$ cat config.mk
export PLATFORM = sky130hd
export DESIGN_NAME = battery_status_aggregator_flat
export DESIGN_NICKNAME = d
export VERILOG_FILES = /design/src/sv/bsa_pkg.sv /design/src/sv/bsa_in_if.sv /design/src/sv/bsa_out_if.sv /design/src/sv/bsa_div.sv /design/src/sv/bsa_cap_mem.sv /design/src/sv/battery_status_aggregator.sv /design/src/flat_wrapper.sv
export VERILOG_INCLUDE_DIRS = /design/src /design/src/sv
export SDC_FILE = /design/constraint.sdc
export NUM_CORES = 2
export LEC_CHECK = 0
export BUFFER_PORTS_ARGS = -buffer_cell sky130_fd_sc_hd__buf_2
export CAP_MARGIN = 20
export CORE_UTILIZATION = 39
export DETAILED_ROUTE_END_ITERATION = 10
export GPL_ROUTABILITY_DRIVEN = 1
export PLACE_DENSITY = 0.62
export SYNTH_ARGS = -nofsm -noshare
export SYNTH_HDL_FRONTEND = slang
export SYNTH_SLANG_ARGS = --single-unit
$ cat constraint.sdc
create_clock -name clk -period 26.7 [get_ports clk]
set_input_delay 8.01 -clock clk [delete_from_list [all_inputs] [get_ports clk]]
set_output_delay 8.01 -clock clk [all_outputs]
set_load 0.005 [all_outputs]
$ cat src/sv/battery_status_aggregator_assert.svh
// ----------------------------------------------------------------------------
// Battery status aggregator assertion macros
// Implication checks on the rising clock edge, disabled while in reset.
// ----------------------------------------------------------------------------
`ifndef BATTERY_STATUS_AGGREGATOR_ASSERT_SVH
`define BATTERY_STATUS_AGGREGATOR_ASSERT_SVH

// same-cycle implication
`define BSA_ASSERT_IMP(lbl, clk_s, rstn_s, ante, cons) \
  lbl: assert property (@(posedge clk_s) disable iff (!rstn_s) (ante) |-> (cons)) \
    else $error("bsa: same-cycle check failed");

// next-cycle implication
`define BSA_ASSERT_NXT(lbl, clk_s, rstn_s, ante, cons) \
  lbl: assert property (@(posedge clk_s) disable iff (!rstn_s) (ante) |=> (cons)) \
    else $error("bsa: next-cycle check failed");

`endif

$ cat src/sv/bsa_pkg.sv
// ----------------------------------------------------------------------------
// Battery status aggregator package
// Field widths, fixed codes and divider request/response types.
// ----------------------------------------------------------------------------
`default_nettype none

package bsa_pkg;

  localparam int CAP_W   = 32;
  localparam int RATE_W  = 32;
  localparam int STATE_W = 4;
  localparam int RST_W   = 3;
  localparam int PCT_W   = 8;
  localparam int PSUM_W  = 12;
  localparam int SUM_W   = 40;
  localparam int OUT_W   = 41;
  localparam int DIV_W   = 40;
  localparam int ENTRY_W = CAP_W + 1;

  localparam logic [RST_W-1:0]  NOT_PRESENT = 3'd7;
  localparam int                ST_DISCHG   = 0;
  localparam int                ST_CHARGING = 1;
  localparam logic [PCT_W-1:0]  PCT_FULL    = 8'd100;
  localparam logic [PCT_W-1:0]  PCT_UNKNOWN = '1;
  localparam logic [SUM_W-1:0]  SUM_MAX     = '1;
  localparam logic [OUT_W-1:0]  OUT_UNKNOWN = '1;

  typedef struct packed {
    logic             start;
    logic [DIV_W-1:0] dividend;
    logic [DIV_W-1:0] divisor;
  } div_req_t;

  typedef struct packed {
    logic             busy;
    logic             done;
    logic [DIV_W-1:0] quotient;
  } div_rsp_t;

endpackage

`default_nettype wire

$ cat src/sv/bsa_in_if.sv
// ----------------------------------------------------------------------------
// Battery record channel
// Valid/ready channel carrying one battery status record.
// ----------------------------------------------------------------------------
`default_nettype none

interface bsa_in_if import bsa_pkg::*; ();
  logic               valid;
  logic               ready;
  logic               fetch_ok;
  logic [STATE_W-1:0] batt_state;
  logic [CAP_W-1:0]   remaining_cap;
  logic [CAP_W-1:0]   voltage;
  logic [RATE_W-1:0]  present_rate;
  logic [CAP_W-1:0]   last_full_capacity;
  logic               selected_unit;
  logic               last_record;

  modport source (
    output valid, fetch_ok, batt_state, remaining_cap, voltage, present_rate,
           last_full_capacity, selected_unit, last_record,
    input  ready
  );

  modport sink (
    input  valid, fetch_ok, batt_state, remaining_cap, voltage, present_rate,
           last_full_capacity, selected_unit, last_record,
    output ready
  );
endinterface

`default_nettype wire

$ cat src/sv/bsa_out_if.sv
// ----------------------------------------------------------------------------
// Battery report channel
// Valid/ready channel carrying one battery report.
// ----------------------------------------------------------------------------
`default_nettype none

interface bsa_out_if import bsa_pkg::*; ();
  logic                    valid;
  logic                    ready;
  logic signed [PCT_W-1:0] cap_percent;
  logic signed [OUT_W-1:0] minutes_left;
  logic [RST_W-1:0]        report_state;
  logic signed [OUT_W-1:0] report_rate;
  logic                    error_code;

  modport source (
    output valid, cap_percent, minutes_left, report_state, report_rate, error_code,
    input  ready
  );

  modport sink (
    input  valid, cap_percent, minutes_left, report_state, report_rate, error_code,
    output ready
  );
endinterface

`default_nettype wire

$ cat src/sv/bsa_div.sv
// ----------------------------------------------------------------------------
// Serial divider
// Restoring unsigned divider, one quotient bit per cycle.
// ----------------------------------------------------------------------------
`default_nettype none

module bsa_div import bsa_pkg::*; (
  input  logic     clk,
  input  logic     rst_n,
  input  div_req_t req,
  output div_rsp_t rsp
);

  localparam int CNT_W = $clog2(DIV_W);

  logic             busy_r;
  logic             done_r;
  logic [CNT_W-1:0] cnt_r;
  logic [DIV_W-1:0] q_r;
  logic [DIV_W:0]   rem_r;
  logic [DIV_W-1:0] dvs_r;

  logic [DIV_W:0]   rem_sh;
  logic             ge;
  logic [DIV_W:0]   rem_nxt;

  always_comb begin
    rem_sh  = {rem_r[DIV_W-1:0], q_r[DIV_W-1]};
    ge      = rem_sh >= {1'b0, dvs_r};
    rem_nxt = ge ? (rem_sh - {1'b0, dvs_r}) : rem_sh;
  end

  always_ff @(posedge clk) begin
    if (!rst_n) begin
      busy_r <= 1'b0;
      done_r <= 1'b0;
      cnt_r  <= '0;
    end else begin
      done_r <= 1'b0;
      if (req.start) begin
        busy_r <= 1'b1;
        cnt_r  <= '0;
        q_r    <= req.dividend;
        rem_r  <= '0;
        dvs_r  <= req.divisor;
      end else if (busy_r) begin
        // dividend shifts out at the top while quotient bits enter at the bottom
        rem_r <= rem_nxt;
        q_r   <= {q_r[DIV_W-2:0], ge};
        cnt_r <= cnt_r + CNT_W'(1);
        if (cnt_r == CNT_W'(DIV_W - 1)) begin
          busy_r <= 1'b0;
          done_r <= 1'b1;
        end
      end
    end
  end

  assign rsp.busy     = busy_r;
  assign rsp.done     = done_r;
  assign rsp.quotient = q_r;

endmodule

`default_nettype wire

$ cat src/sv/bsa_cap_mem.sv
// ----------------------------------------------------------------------------
// Capacity store
// One write port, one read port, registered read data.
// ----------------------------------------------------------------------------
`default_nettype none

module bsa_cap_mem import bsa_pkg::*; #(
  parameter int DEPTH = 8,
  parameter int AW    = 3
) (
  input  logic               clk,
  input  logic               wr_en,
  input  logic [AW-1:0]      wr_addr,
  input  logic [ENTRY_W-1:0] wr_data,
  input  logic               rd_en,
  input  logic [AW-1:0]      rd_addr,
  output logic [ENTRY_W-1:0] rd_data
);

  logic [ENTRY_W-1:0] mem [DEPTH];
  logic [ENTRY_W-1:0] rd_data_r;

  always_ff @(posedge clk) begin
    if (wr_en) begin
      mem[wr_addr] <= wr_data;
    end
    if (rd_en) begin
      rd_data_r <= mem[rd_addr];
    end
  end

  assign rd_data = rd_data_r;

endmodule

`default_nettype wire

$ cat src/sv/battery_status_aggregator.sv
// ----------------------------------------------------------------------------
// Battery status aggregator
//
// in_bus carries one status record per battery; a run ends with the record
// marked last_record, after which one report leaves on out_bus. Other records
// give no report. cfg_wr_en/cfg_wr_data set the query mode (aggregate or the
// selected battery); write it only while no run is being reported.
// A valid record passes once through the serial divider for the percentage;
// invalid and dropped records skip it; one record is in work at a time.
// After the last record the report takes the percent average (aggregate
// mode), then one minute division per stored valid battery, skipped for an
// invalid one or when nothing discharges (one battery in single mode), all
// on the same shared divider, and then loads the output register.
// The report sits in an output register; the next run is accepted while it
// waits. If a report is ready while the previous one is still stalled, the
// block holds until out_bus.ready. Reset clears the run state and the query
// mode; the capacity store needs no clearing, as only entries written in the
// current run are read.
// ----------------------------------------------------------------------------
`default_nettype none
`include "battery_status_aggregator_assert.svh"

module battery_status_aggregator import bsa_pkg::*; #(
  parameter int MAX_BATTERIES = 8
) (
  input  logic       clk,
  input  logic       rst_n,
  input  logic       cfg_wr_en,
  input  logic       cfg_wr_data,
  bsa_in_if.sink     in_bus,
  bsa_out_if.source  out_bus
);

  localparam int CW = $clog2(MAX_BATTERIES + 1);
  localparam int AW = (MAX_BATTERIES > 1) ? $clog2(MAX_BATTERIES) : 1;

  typedef enum logic [3:0] {
    S_IDLE, S_PCT, S_UPD, S_FIN, S_AVG, S_RD, S_MDIV, S_MWAIT, S_EMIT
  } state_t;

  state_t             state_r;
  logic               qs_r;

  // record held during its update
  logic [CAP_W-1:0]   cap_r;
  logic [RST_W-1:0]   st_r;
  logic [RATE_W-1:0]  rate_r;
  logic               sel_r;
  logic               last_r;
  logic               good_r;

  // run state
  logic [CW-1:0]      record_count_r;
  logic [CW-1:0]      valid_count_r;
  logic [PSUM_W-1:0]  percent_sum_r;
  logic [SUM_W-1:0]   rate_sum_r;
  logic [RST_W-1:0]   state_union_r;
  logic               chosen_found_r;
  logic [PCT_W-1:0]   chosen_pct_r;
  logic [RST_W-1:0]   chosen_st_r;
  logic [RATE_W-1:0]  chosen_rate_r;
  logic [AW-1:0]      chosen_idx_r;

  // report pass
  logic [CW-1:0]      idx_r;
  logic [SUM_W-1:0]   total_r;
  logic [PCT_W-1:0]   avg_r;

  logic               out_valid_r;
  logic [PCT_W-1:0]   out_pct_r;
  logic [OUT_W-1:0]   out_mins_r;
  logic [RST_W-1:0]   out_st_r;
  logic [OUT_W-1:0]   out_rate_r;
  logic               out_err_r;

  div_req_t           div_req;
  div_rsp_t           div_rsp;

  logic               mem_wr_en;
  logic [ENTRY_W-1:0] mem_wr_data;
  logic               mem_rd_en;
  logic [ENTRY_W-1:0] mem_rd_data;

  logic               in_accept;
  logic               in_take;
  logic               in_good;
  logic [DIV_W-1:0]   pct_dividend;
  logic [DIV_W-1:0]   min_dividend;
  logic [PCT_W-1:0]   pct_w;
  logic [SUM_W:0]     rate_add;
  logic [SUM_W:0]     total_add;
  logic               ps_neg;
  logic [PSUM_W-1:0]  ps_abs;
  logic [PCT_W-1:0]   avg_q;
  logic [CW-1:0]      idx_inc;
  logic               more_w;
  logic               err_w;
  logic               none_w;
  logic               emit_load;
  logic [OUT_W-1:0]   mins_w;

  assign in_bus.ready = (state_r == S_IDLE);
  assign in_accept    = in_bus.valid && in_bus.ready;
  assign in_take      = record_count_r < CW'(MAX_BATTERIES);
  assign in_good      = in_bus.fetch_ok && (in_bus.batt_state < STATE_W'(NOT_PRESENT))
                        && (in_bus.remaining_cap != '1) && (in_bus.voltage != '1)
                        && (in_bus.last_full_capacity != '0);

  // 100*cap by shift and add, 60*cap by shift and subtract
  assign pct_dividend = (DIV_W'(in_bus.remaining_cap) << 6)
                      + (DIV_W'(in_bus.remaining_cap) << 5)
                      + (DIV_W'(in_bus.remaining_cap) << 2);
  assign min_dividend = (DIV_W'(mem_rd_data[CAP_W-1:0]) << 6)
                      - (DIV_W'(mem_rd_data[CAP_W-1:0]) << 2);

  assign pct_w     = !good_r ? PCT_UNKNOWN :
                     (div_rsp.quotient > DIV_W'(PCT_FULL)) ? PCT_FULL :
                     div_rsp.quotient[PCT_W-1:0];
  assign rate_add  = {1'b0, rate_sum_r} + (SUM_W + 1)'(rate_r);
  assign total_add = {1'b0, total_r} + {1'b0, div_rsp.quotient};
  assign ps_neg    = percent_sum_r[PSUM_W-1];
  assign ps_abs    = ps_neg ? (PSUM_W'(0) - percent_sum_r) : percent_sum_r;
  assign avg_q     = div_rsp.quotient[PCT_W-1:0];
  assign idx_inc   = idx_r + CW'(1);
  assign more_w    = !qs_r && (idx_inc < record_count_r);
  assign err_w     = qs_r && !chosen_found_r;
  assign none_w    = err_w || (valid_count_r == '0);
  assign emit_load = (state_r == S_EMIT) && (!out_valid_r || out_bus.ready);

  always_comb begin
    if (rate_sum_r == '0) begin
      mins_w = OUT_UNKNOWN;
    end else if (qs_r ? chosen_st_r[ST_CHARGING] : state_union_r[ST_CHARGING]) begin
      mins_w = OUT_UNKNOWN;
    end else begin
      mins_w = {1'b0, total_r};
    end
  end

  // shared divider: record percentage, percent average, minutes per battery
  always_comb begin
    div_req = '0;
    case (state_r)
      S_IDLE: begin
        div_req.start    = in_accept && in_take && in_good;
        div_req.dividend = pct_dividend;
        div_req.divisor  = DIV_W'(in_bus.last_full_capacity);
      end
      S_FIN: begin
        div_req.start    = !none_w && !qs_r;
        div_req.dividend = DIV_W'(ps_abs);
        div_req.divisor  = DIV_W'(valid_count_r);
      end
      S_MDIV: begin
        div_req.start    = mem_rd_data[CAP_W] && (rate_sum_r != '0);
        div_req.dividend = min_dividend;
        div_req.divisor  = DIV_W'(rate_sum_r);
      end
      default: begin
        div_req = '0;
      end
    endcase
  end

  assign mem_wr_en   = (state_r == S_UPD);
  assign mem_wr_data = good_r ? {1'b1, cap_r} : '0;
  assign mem_rd_en   = (state_r == S_RD);

  bsa_div u_div (
    .clk (clk),
    .rst_n (rst_n),
    .req (div_req),
    .rsp (div_rsp)
  );

  bsa_cap_mem #(
    .DEPTH (MAX_BATTERIES),
    .AW    (AW)
  ) u_cap_mem (
    .clk     (clk),
    .wr_en   (mem_wr_en),
    .wr_addr (record_count_r[AW-1:0]),
    .wr_data (mem_wr_data),
    .rd_en   (mem_rd_en),
    .rd_addr (idx_r[AW-1:0]),
    .rd_data (mem_rd_data)
  );

  always_ff @(posedge clk) begin
    if (!rst_n) begin
      state_r        <= S_IDLE;
      qs_r           <= 1'b0;
      record_count_r <= '0;
      valid_count_r  <= '0;
      percent_sum_r  <= '0;
      rate_sum_r     <= '0;
      state_union_r  <= '0;
      chosen_found_r <= 1'b0;
      chosen_pct_r   <= PCT_UNKNOWN;
      chosen_st_r    <= NOT_PRESENT;
      chosen_rate_r  <= '0;
      chosen_idx_r   <= '0;
      out_valid_r    <= 1'b0;
    end else begin
      if (cfg_wr_en) begin
        qs_r <= cfg_wr_data;
      end
      if (out_valid_r && out_bus.ready && !emit_load) begin
        out_valid_r <= 1'b0;
      end

      case (state_r)
        S_IDLE: begin
          if (in_accept) begin
            cap_r  <= in_bus.remaining_cap;
            st_r   <= in_bus.batt_state[RST_W-1:0];
            rate_r <= in_bus.present_rate;
            sel_r  <= in_bus.selected_unit;
            last_r <= in_bus.last_record;
            good_r <= in_good;
            if (in_take) begin
              state_r <= in_good ? S_PCT : S_UPD;
            end else if (in_bus.last_record) begin
              state_r <= S_FIN;
            end
          end
        end
        S_PCT: begin
          if (div_rsp.done) begin
            state_r <= S_UPD;
          end
        end
        S_UPD: begin
          percent_sum_r <= percent_sum_r + {{(PSUM_W-PCT_W){pct_w[PCT_W-1]}}, pct_w};
          if (good_r) begin
            valid_count_r <= valid_count_r + CW'(1);
            state_union_r <= state_union_r | st_r;
            if (st_r[ST_DISCHG] && (rate_r != '0)) begin
              rate_sum_r <= rate_add[SUM_W] ? SUM_MAX : rate_add[SUM_W-1:0];
            end
          end
          if (qs_r && sel_r) begin
            chosen_found_r <= 1'b1;
            chosen_pct_r   <= pct_w;
            chosen_st_r    <= good_r ? st_r : NOT_PRESENT;
            chosen_rate_r  <= rate_r;
            chosen_idx_r   <= record_count_r[AW-1:0];
          end
          record_count_r <= record_count_r + CW'(1);
          state_r        <= last_r ? S_FIN : S_IDLE;
        end
        S_FIN: begin
          total_r <= '0;
          idx_r   <= qs_r ? CW'(chosen_idx_r) : '0;
          if (none_w) begin
            state_r <= S_EMIT;
          end else if (qs_r) begin
            state_r <= S_RD;
          end else begin
            state_r <= S_AVG;
          end
        end
        S_AVG: begin
          if (div_rsp.done) begin
            // magnitude was divided; negating restores the sign, so the result truncates toward zero
            avg_r   <= ps_neg ? (PCT_W'(0) - avg_q) : avg_q;
            state_r <= S_RD;
          end
        end
        S_RD: begin
          state_r <= S_MDIV;
        end
        S_MDIV: begin
          if (div_req.start) begin
            state_r <= S_MWAIT;
          end else if (more_w) begin
            idx_r   <= idx_inc;
            state_r <= S_RD;
          end else begin
            state_r <= S_EMIT;
          end
        end
        S_MWAIT: begin
          if (div_rsp.done) begin
            total_r <= total_add[SUM_W] ? SUM_MAX : total_add[SUM_W-1:0];
            if (more_w) begin
              idx_r   <= idx_inc;
              state_r <= S_RD;
            end else begin
              state_r <= S_EMIT;
            end
          end
        end
        S_EMIT: begin
          if (emit_load) begin
            out_valid_r <= 1'b1;
            out_err_r   <= err_w;
            if (none_w) begin
              out_pct_r  <= PCT_UNKNOWN;
              out_mins_r <= OUT_UNKNOWN;
              out_st_r   <= NOT_PRESENT;
              out_rate_r <= OUT_UNKNOWN;
            end else if (qs_r) begin
              out_pct_r  <= chosen_pct_r;
              out_mins_r <= mins_w;
              out_st_r   <= chosen_st_r;
              out_rate_r <= OUT_W'(chosen_rate_r);
            end else begin
              out_pct_r  <= avg_r;
              out_mins_r <= mins_w;
              out_st_r   <= state_union_r;
              out_rate_r <= {1'b0, rate_sum_r};
            end
            record_count_r <= '0;
            valid_count_r  <= '0;
            percent_sum_r  <= '0;
            rate_sum_r     <= '0;
            state_union_r  <= '0;
            chosen_found_r <= 1'b0;
            chosen_pct_r   <= PCT_UNKNOWN;
            chosen_st_r    <= NOT_PRESENT;
            chosen_rate_r  <= '0;
            chosen_idx_r   <= '0;
            state_r        <= S_IDLE;
          end
        end
        default: begin
          state_r <= S_IDLE;
        end
      endcase
    end
  end

  assign out_bus.valid        = out_valid_r;
  assign out_bus.cap_percent  = out_pct_r;
  assign out_bus.minutes_left = out_mins_r;
  assign out_bus.report_state = out_st_r;
  assign out_bus.report_rate  = out_rate_r;
  assign out_bus.error_code   = out_err_r;

  `BSA_ASSERT_IMP(a_div_start_idle, clk, rst_n, div_req.start, !div_rsp.busy)
  `BSA_ASSERT_IMP(a_store_in_range, clk, rst_n, mem_wr_en, record_count_r < CW'(MAX_BATTERIES))
  `BSA_ASSERT_IMP(a_read_written, clk, rst_n, mem_rd_en, idx_r < record_count_r)
  `BSA_ASSERT_IMP(a_valid_le_records, clk, rst_n, 1'b1, valid_count_r <= record_count_r)
  `BSA_ASSERT_NXT(a_run_cleared, clk, rst_n, emit_load, record_count_r == '0 && !chosen_found_r)

endmodule

`default_nettype wire

$ cat src/flat_wrapper.sv
// flat-port wrapper written by rule: the top's interface ports become plain ports
module battery_status_aggregator_flat import bsa_pkg::*;
#(
  parameter int MAX_BATTERIES = 8
)
  (clk, rst_n, cfg_wr_en, cfg_wr_data, in_bus_valid, in_bus_fetch_ok, in_bus_batt_state, in_bus_remaining_cap, in_bus_voltage, in_bus_present_rate, in_bus_last_full_capacity, in_bus_selected_unit, in_bus_last_record, in_bus_ready, out_bus_valid, out_bus_cap_percent, out_bus_minutes_left, out_bus_report_state, out_bus_report_rate, out_bus_error_code, out_bus_ready);
  bsa_in_if in_bus_i ();
  bsa_out_if out_bus_i ();
  input  logic clk;
  input  logic rst_n;
  input  logic cfg_wr_en;
  input  logic cfg_wr_data;
  input wire logic [$bits(in_bus_i.valid)-1:0] in_bus_valid;
  input wire logic [$bits(in_bus_i.fetch_ok)-1:0] in_bus_fetch_ok;
  input wire logic [$bits(in_bus_i.batt_state)-1:0] in_bus_batt_state;
  input wire logic [$bits(in_bus_i.remaining_cap)-1:0] in_bus_remaining_cap;
  input wire logic [$bits(in_bus_i.voltage)-1:0] in_bus_voltage;
  input wire logic [$bits(in_bus_i.present_rate)-1:0] in_bus_present_rate;
  input wire logic [$bits(in_bus_i.last_full_capacity)-1:0] in_bus_last_full_capacity;
  input wire logic [$bits(in_bus_i.selected_unit)-1:0] in_bus_selected_unit;
  input wire logic [$bits(in_bus_i.last_record)-1:0] in_bus_last_record;
  output wire logic [$bits(in_bus_i.ready)-1:0] in_bus_ready;
  output wire logic [$bits(out_bus_i.valid)-1:0] out_bus_valid;
  output wire logic [$bits(out_bus_i.cap_percent)-1:0] out_bus_cap_percent;
  output wire logic [$bits(out_bus_i.minutes_left)-1:0] out_bus_minutes_left;
  output wire logic [$bits(out_bus_i.report_state)-1:0] out_bus_report_state;
  output wire logic [$bits(out_bus_i.report_rate)-1:0] out_bus_report_rate;
  output wire logic [$bits(out_bus_i.error_code)-1:0] out_bus_error_code;
  input wire logic [$bits(out_bus_i.ready)-1:0] out_bus_ready;
  assign in_bus_i.valid = in_bus_valid;
  assign in_bus_i.fetch_ok = in_bus_fetch_ok;
  assign in_bus_i.batt_state = in_bus_batt_state;
  assign in_bus_i.remaining_cap = in_bus_remaining_cap;
  assign in_bus_i.voltage = in_bus_voltage;
  assign in_bus_i.present_rate = in_bus_present_rate;
  assign in_bus_i.last_full_capacity = in_bus_last_full_capacity;
  assign in_bus_i.selected_unit = in_bus_selected_unit;
  assign in_bus_i.last_record = in_bus_last_record;
  assign in_bus_ready = in_bus_i.ready;
  assign out_bus_valid = out_bus_i.valid;
  assign out_bus_cap_percent = out_bus_i.cap_percent;
  assign out_bus_minutes_left = out_bus_i.minutes_left;
  assign out_bus_report_state = out_bus_i.report_state;
  assign out_bus_report_rate = out_bus_i.report_rate;
  assign out_bus_error_code = out_bus_i.error_code;
  assign out_bus_i.ready = out_bus_ready;
  battery_status_aggregator #(.MAX_BATTERIES(MAX_BATTERIES)) u_core (.clk(clk), .rst_n(rst_n), .cfg_wr_en(cfg_wr_en), .cfg_wr_data(cfg_wr_data), .in_bus(in_bus_i), .out_bus(out_bus_i));
endmodule
==> impl_metrics.sql <==
INSERT INTO impl_metrics (metric_group, metric, value, unit) VALUES
('run_status', 'run_status', 'finished clean', ''),
('detailed_routing', 'detailroute.via_count', '30300', ''),
('finish', 'ratio_of_cells_with_drive_above_1_in_the_final_layout', '0.148', ''),
('global_routing', 'antenna_violations_before_repair', '4', ''),
('synthesis', 'synthesis.area_per_instance', '11.3', 'µm²'),
('floorplan', 'floorplan.die.width', '328', 'µm'),
('critical_path', 'worst-setup-path-type', 'in -> reg', ''),
('timing', 'period_share', '0.465', ''),
('hold_path', 'instance_count_along_the_most_critical_hold_path', '2', ''),
('synthesis', 'synth_sequential_area_ratio', '0.518', ''),
('global_routing', 'grt_start_max_net_pins', '80', ''),
('timing', 'achievable-frequency', '0.0805', 'GHz'),
('power', 'power.density_cell_area', '64.3', 'mW/mm²'),
('critical_path', 'timing.critical_path.arrival', '12.82', 'ns'),
('synthesis', 'synth_simple_gate_area_share', '0.126', ''),
('floorplan', 'floorplan.die.height', '328', 'µm'),
('detailed_routing', 'vias_per_cell', '5.67', ''),
('hold_path', 'min_path_type', 'reg -> reg', ''),
('synthesis', 'yosys_register_bits', '757', ''),
('detailed_routing', 'pre_antenna_drt_iters', '9', ''),
('placed_design', 'placedCellCount', '5185', ''),
('synthesis', 'synth.yosys.warnings', '0', ''),
('global_routing', 'grt_util_met3', '0.0319', ''),
('finish', 'finalNetCount', '4253', ''),
('clock_network', 'path_clk_slew', '0.06', 'ns'),
('timing', 'rsz0062_at_grt', 'false', ''),
('detailed_routing', 'dr.first_iter.drc_count', '2670', ''),
('synthesis', 'synth_area_in_xor_xnor', '0.0433', ''),
('timing', 'timing.final.hold_violations', '0', ''),
('critical_path', 'startpoint_type', 'input port', ''),
('synthesis', 'synth_compound_gate_area_share', '0.152', ''),
('synthesis', 'total_nets_after_synthesis', '4049', ''),
('clock_network', 'cts.root.buffer_cell', 'sky130_fd_sc_hd__clkbuf_16', ''),
('finish', 'layout_common_cells', 'sky130_fd_sc_hd__edfxtp_1 (633), sky130_fd_sc_hd__nand2_1 (311), sky130_fd_sc_hd__a21oi_1 (275)', ''),
('flow_run', 'max_cap_viol_count', '0', ''),
('clock_network', 'tritoncts', 'yes', ''),
('synthesis', 'yosysUniqueCellTypes', '104', ''),
('synthesis', 'postSynthCellCount', '3678', ''),
('finish', 'layout.area.seq', '0.0215', 'mm²'),
('detailed_routing', 'drt.antenna.violating_nets', '0', ''),
('critical_path', 'critical_path_peak_fanout', '7', ''),
('timing', 'final.setup.tns', '0', 'ns'),
('placed_design', 'port-buffer-count', '236', ''),
('timing', 'setup_viol', '0', ''),
('critical_path', 'worst-endpoint-required', '27.10', 'ns'),
('synthesis', 'synth_top_flop_cell', 'sky130_fd_sc_hd__edfxtp_1', ''),
('global_routing', 'global_route_overflow', '0', ''),
('timing', 'finalHoldWorstSlack', '0.472', 'ns'),
('finish', 'final_common_cell', 'sky130_fd_sc_hd__edfxtp_1', ''),
('finish', 'multi_input_area', '0.0187', 'mm²'),
('floorplan', 'floorplan.rows', '119', ''),
('finish', 'fin_area', '0.0470', 'mm²'),
('global_routing', 'grt_util_all_layers', '0.217', ''),
('global_routing', 'first_global_vias', '29500', ''),
('power', 'vdd.ir_drop.worst', '0.0533', 'mV'),
('timing', 'worst_slew_margin_relative_to_its_limit', '0.235', ''),
('timing', 'tightestPinTransition', '1.15', 'ns'),
('synthesis', 'ys_async_sr_fraction', '0', ''),
('global_routing', 'grt.met1_usage', '0.309', ''),
('clock_network', 'buffers_from_clock_root_to_sink_at_most', '3', ''),
('synthesis', 'synth_area_leaders', 'sky130_fd_sc_hd__edfxtp_1 (46%), sky130_fd_sc_hd__ha_1 (6.8%), sky130_fd_sc_hd__dfxtp_1 (6.0%)', ''),
('timing', 'maxSlewViolCount', '0', ''),
('critical_path', 'timing.reg2reg.worst_path_depth', '22', ''),
('power', 'static-leakage-power', '17.5', 'nW'),
('timing', 'final_period_minus_worst_setup_slack', '12.42', 'ns'),
('synthesis', 'synth_adder_area_share', '0.0705', ''),
('synthesis', 'muxShareOfSynthArea', '0.0572', ''),
('detailed_routing', 'drt-wirelength-per-cell', '22.2', 'µm'),
('synthesis', 'synth_top_family_by_area', 'compound AO/OA/AOI/OAI gates', ''),
('synthesis', 'summed_instance_area_of_the_synthesized_netlist', '0.0415', 'mm²'),
('detailed_routing', 'detail_route.drc_violations', '0', '');
==> power by group <==
| group | internal [mW] | switching [mW] | leakage, nW |
|---|---|---|---|
| Sequential | 1.33 | 0.0366 | 6.78 |
| Combinational | 0.181 | 0.294 | 9.36 |
| Clock | 0.689 | 0.492 | 1.34 |
==> flip-flops by register name (all words and copies together), names as in the netlist, 33 cells and up <==
register and flops:
u_core.total_r 40, u_core.u_cap_mem.rd_data 33, u_core.u_cap_mem.mem 264, u_core.rate_sum_r 40, u_core.u_div.q_r 40, u_core.out_bus.minutes_left 41, u_core.u_div.dvs_r 40, u_core.u_div.rem_r 40
u_core.out_bus.report_rate 41
==> metrics by stage <==
stage                      util  setup slack, ns
after detailed placement  0.419            13.67
final                     0.446            14.28
after global routing      0.446            13.89
after CTS                 0.446            14.35
after floorplan               -            10.66
after global placement    0.419            13.69
==> worst paths after layout <==
| path | endpoint | start | slack [ns] |
|---|---|---|---|
| worst max-delay path | u_core.u_div.q_r[36] | in_bus_remaining_cap[0] | 14.28 |
| worst min-delay path | u_core.state_union_r[0] | u_core.state_union_r[0] | 0.47 |
| worst max register to register | u_core.percent_sum_r[10] | u_core.u_div.q_r[1] | 21.45 |
| worst min register to register | u_core.state_union_r[0] | u_core.state_union_r[0] | 0.47 |
==> kinds of logic after synthesis <==
logic type	after synthesis
AOI/OAI and AO/OA	945
xor gates and xnor gates	205
adders and majority gates	230
buffers and inverters	338
DFF	757
muxes	150
and+or+nand+nor	1053
==> critical path: stages <==
cell and delay, ns:
sky130_fd_sc_hd__buf_2 0.14, sky130_fd_sc_hd__ha_1 0.28, sky130_fd_sc_hd__inv_1 0.10, sky130_fd_sc_hd__fa_1 0.20, sky130_fd_sc_hd__and2b_1 0.20, sky130_fd_sc_hd__o31a_2 0.32, sky130_fd_sc_hd__a31o_2 0.27, sky130_fd_sc_hd__o22ai_2 0.23
sky130_fd_sc_hd__o21bai_1 0.13, sky130_fd_sc_hd__a31o_2 0.29, sky130_fd_sc_hd__a21o_1 0.18, sky130_fd_sc_hd__a21oi_1 0.17, sky130_fd_sc_hd__xnor2_1 0.09, sky130_fd_sc_hd__ha_1 0.39, sky130_fd_sc_hd__nand2_1 0.07, sky130_fd_sc_hd__o21ai_0 0.29
sky130_fd_sc_hd__o221ai_1 0.15, sky130_fd_sc_hd__a21oi_1 0.28, sky130_fd_sc_hd__o41ai_2 0.14, sky130_fd_sc_hd__a21oi_1 0.24, sky130_fd_sc_hd__nand3_1 0.17, sky130_fd_sc_hd__xor2_1 0.21, sky130_fd_sc_hd__a22oi_1 0.14, sky130_fd_sc_hd__o21ai_0 0.10
==> metal layers <==
layer	part of all wire	wire length, µm
met1	0.46	55100
met5	0.00011	13
met2	0.45	53700
met3	0.059	7010
met4	0.025	2940
==> area by class of cell <==
type | instances | area share
Tap cell | 1391 | 0.0371
Inverter | 175 | 0.0140
Clock inverter | 43 | 0.00887
Sequential cell | 757 | 0.458
Antenna cell | 2 | 0.000107
Multi-Input combinational cell | 2583 | 0.399
Clock buffer | 115 | 0.0503
Timing Repair Buffer | 280 | 0.0326
==> Yosys cell counts (79+ instances only) <==
cell / instances
sky130_fd_sc_hd__edfxtp_1: 633
sky130_fd_sc_hd__nand2_1: 311
sky130_fd_sc_hd__a21oi_1: 276
sky130_fd_sc_hd__ha_1: 224
sky130_fd_sc_hd__nor2_1: 192
sky130_fd_sc_hd__inv_1: 173
sky130_fd_sc_hd__o21ai_0: 144
sky130_fd_sc_hd__xnor2_1: 126
sky130_fd_sc_hd__dfxtp_1: 124
sky130_fd_sc_hd__a21o_1: 117
sky130_fd_sc_hd__clkbuf_1: 107
sky130_fd_sc_hd__nor3_1: 86
sky130_fd_sc_hd__xor2_1: 79
(Power assumes the default switching activity.)
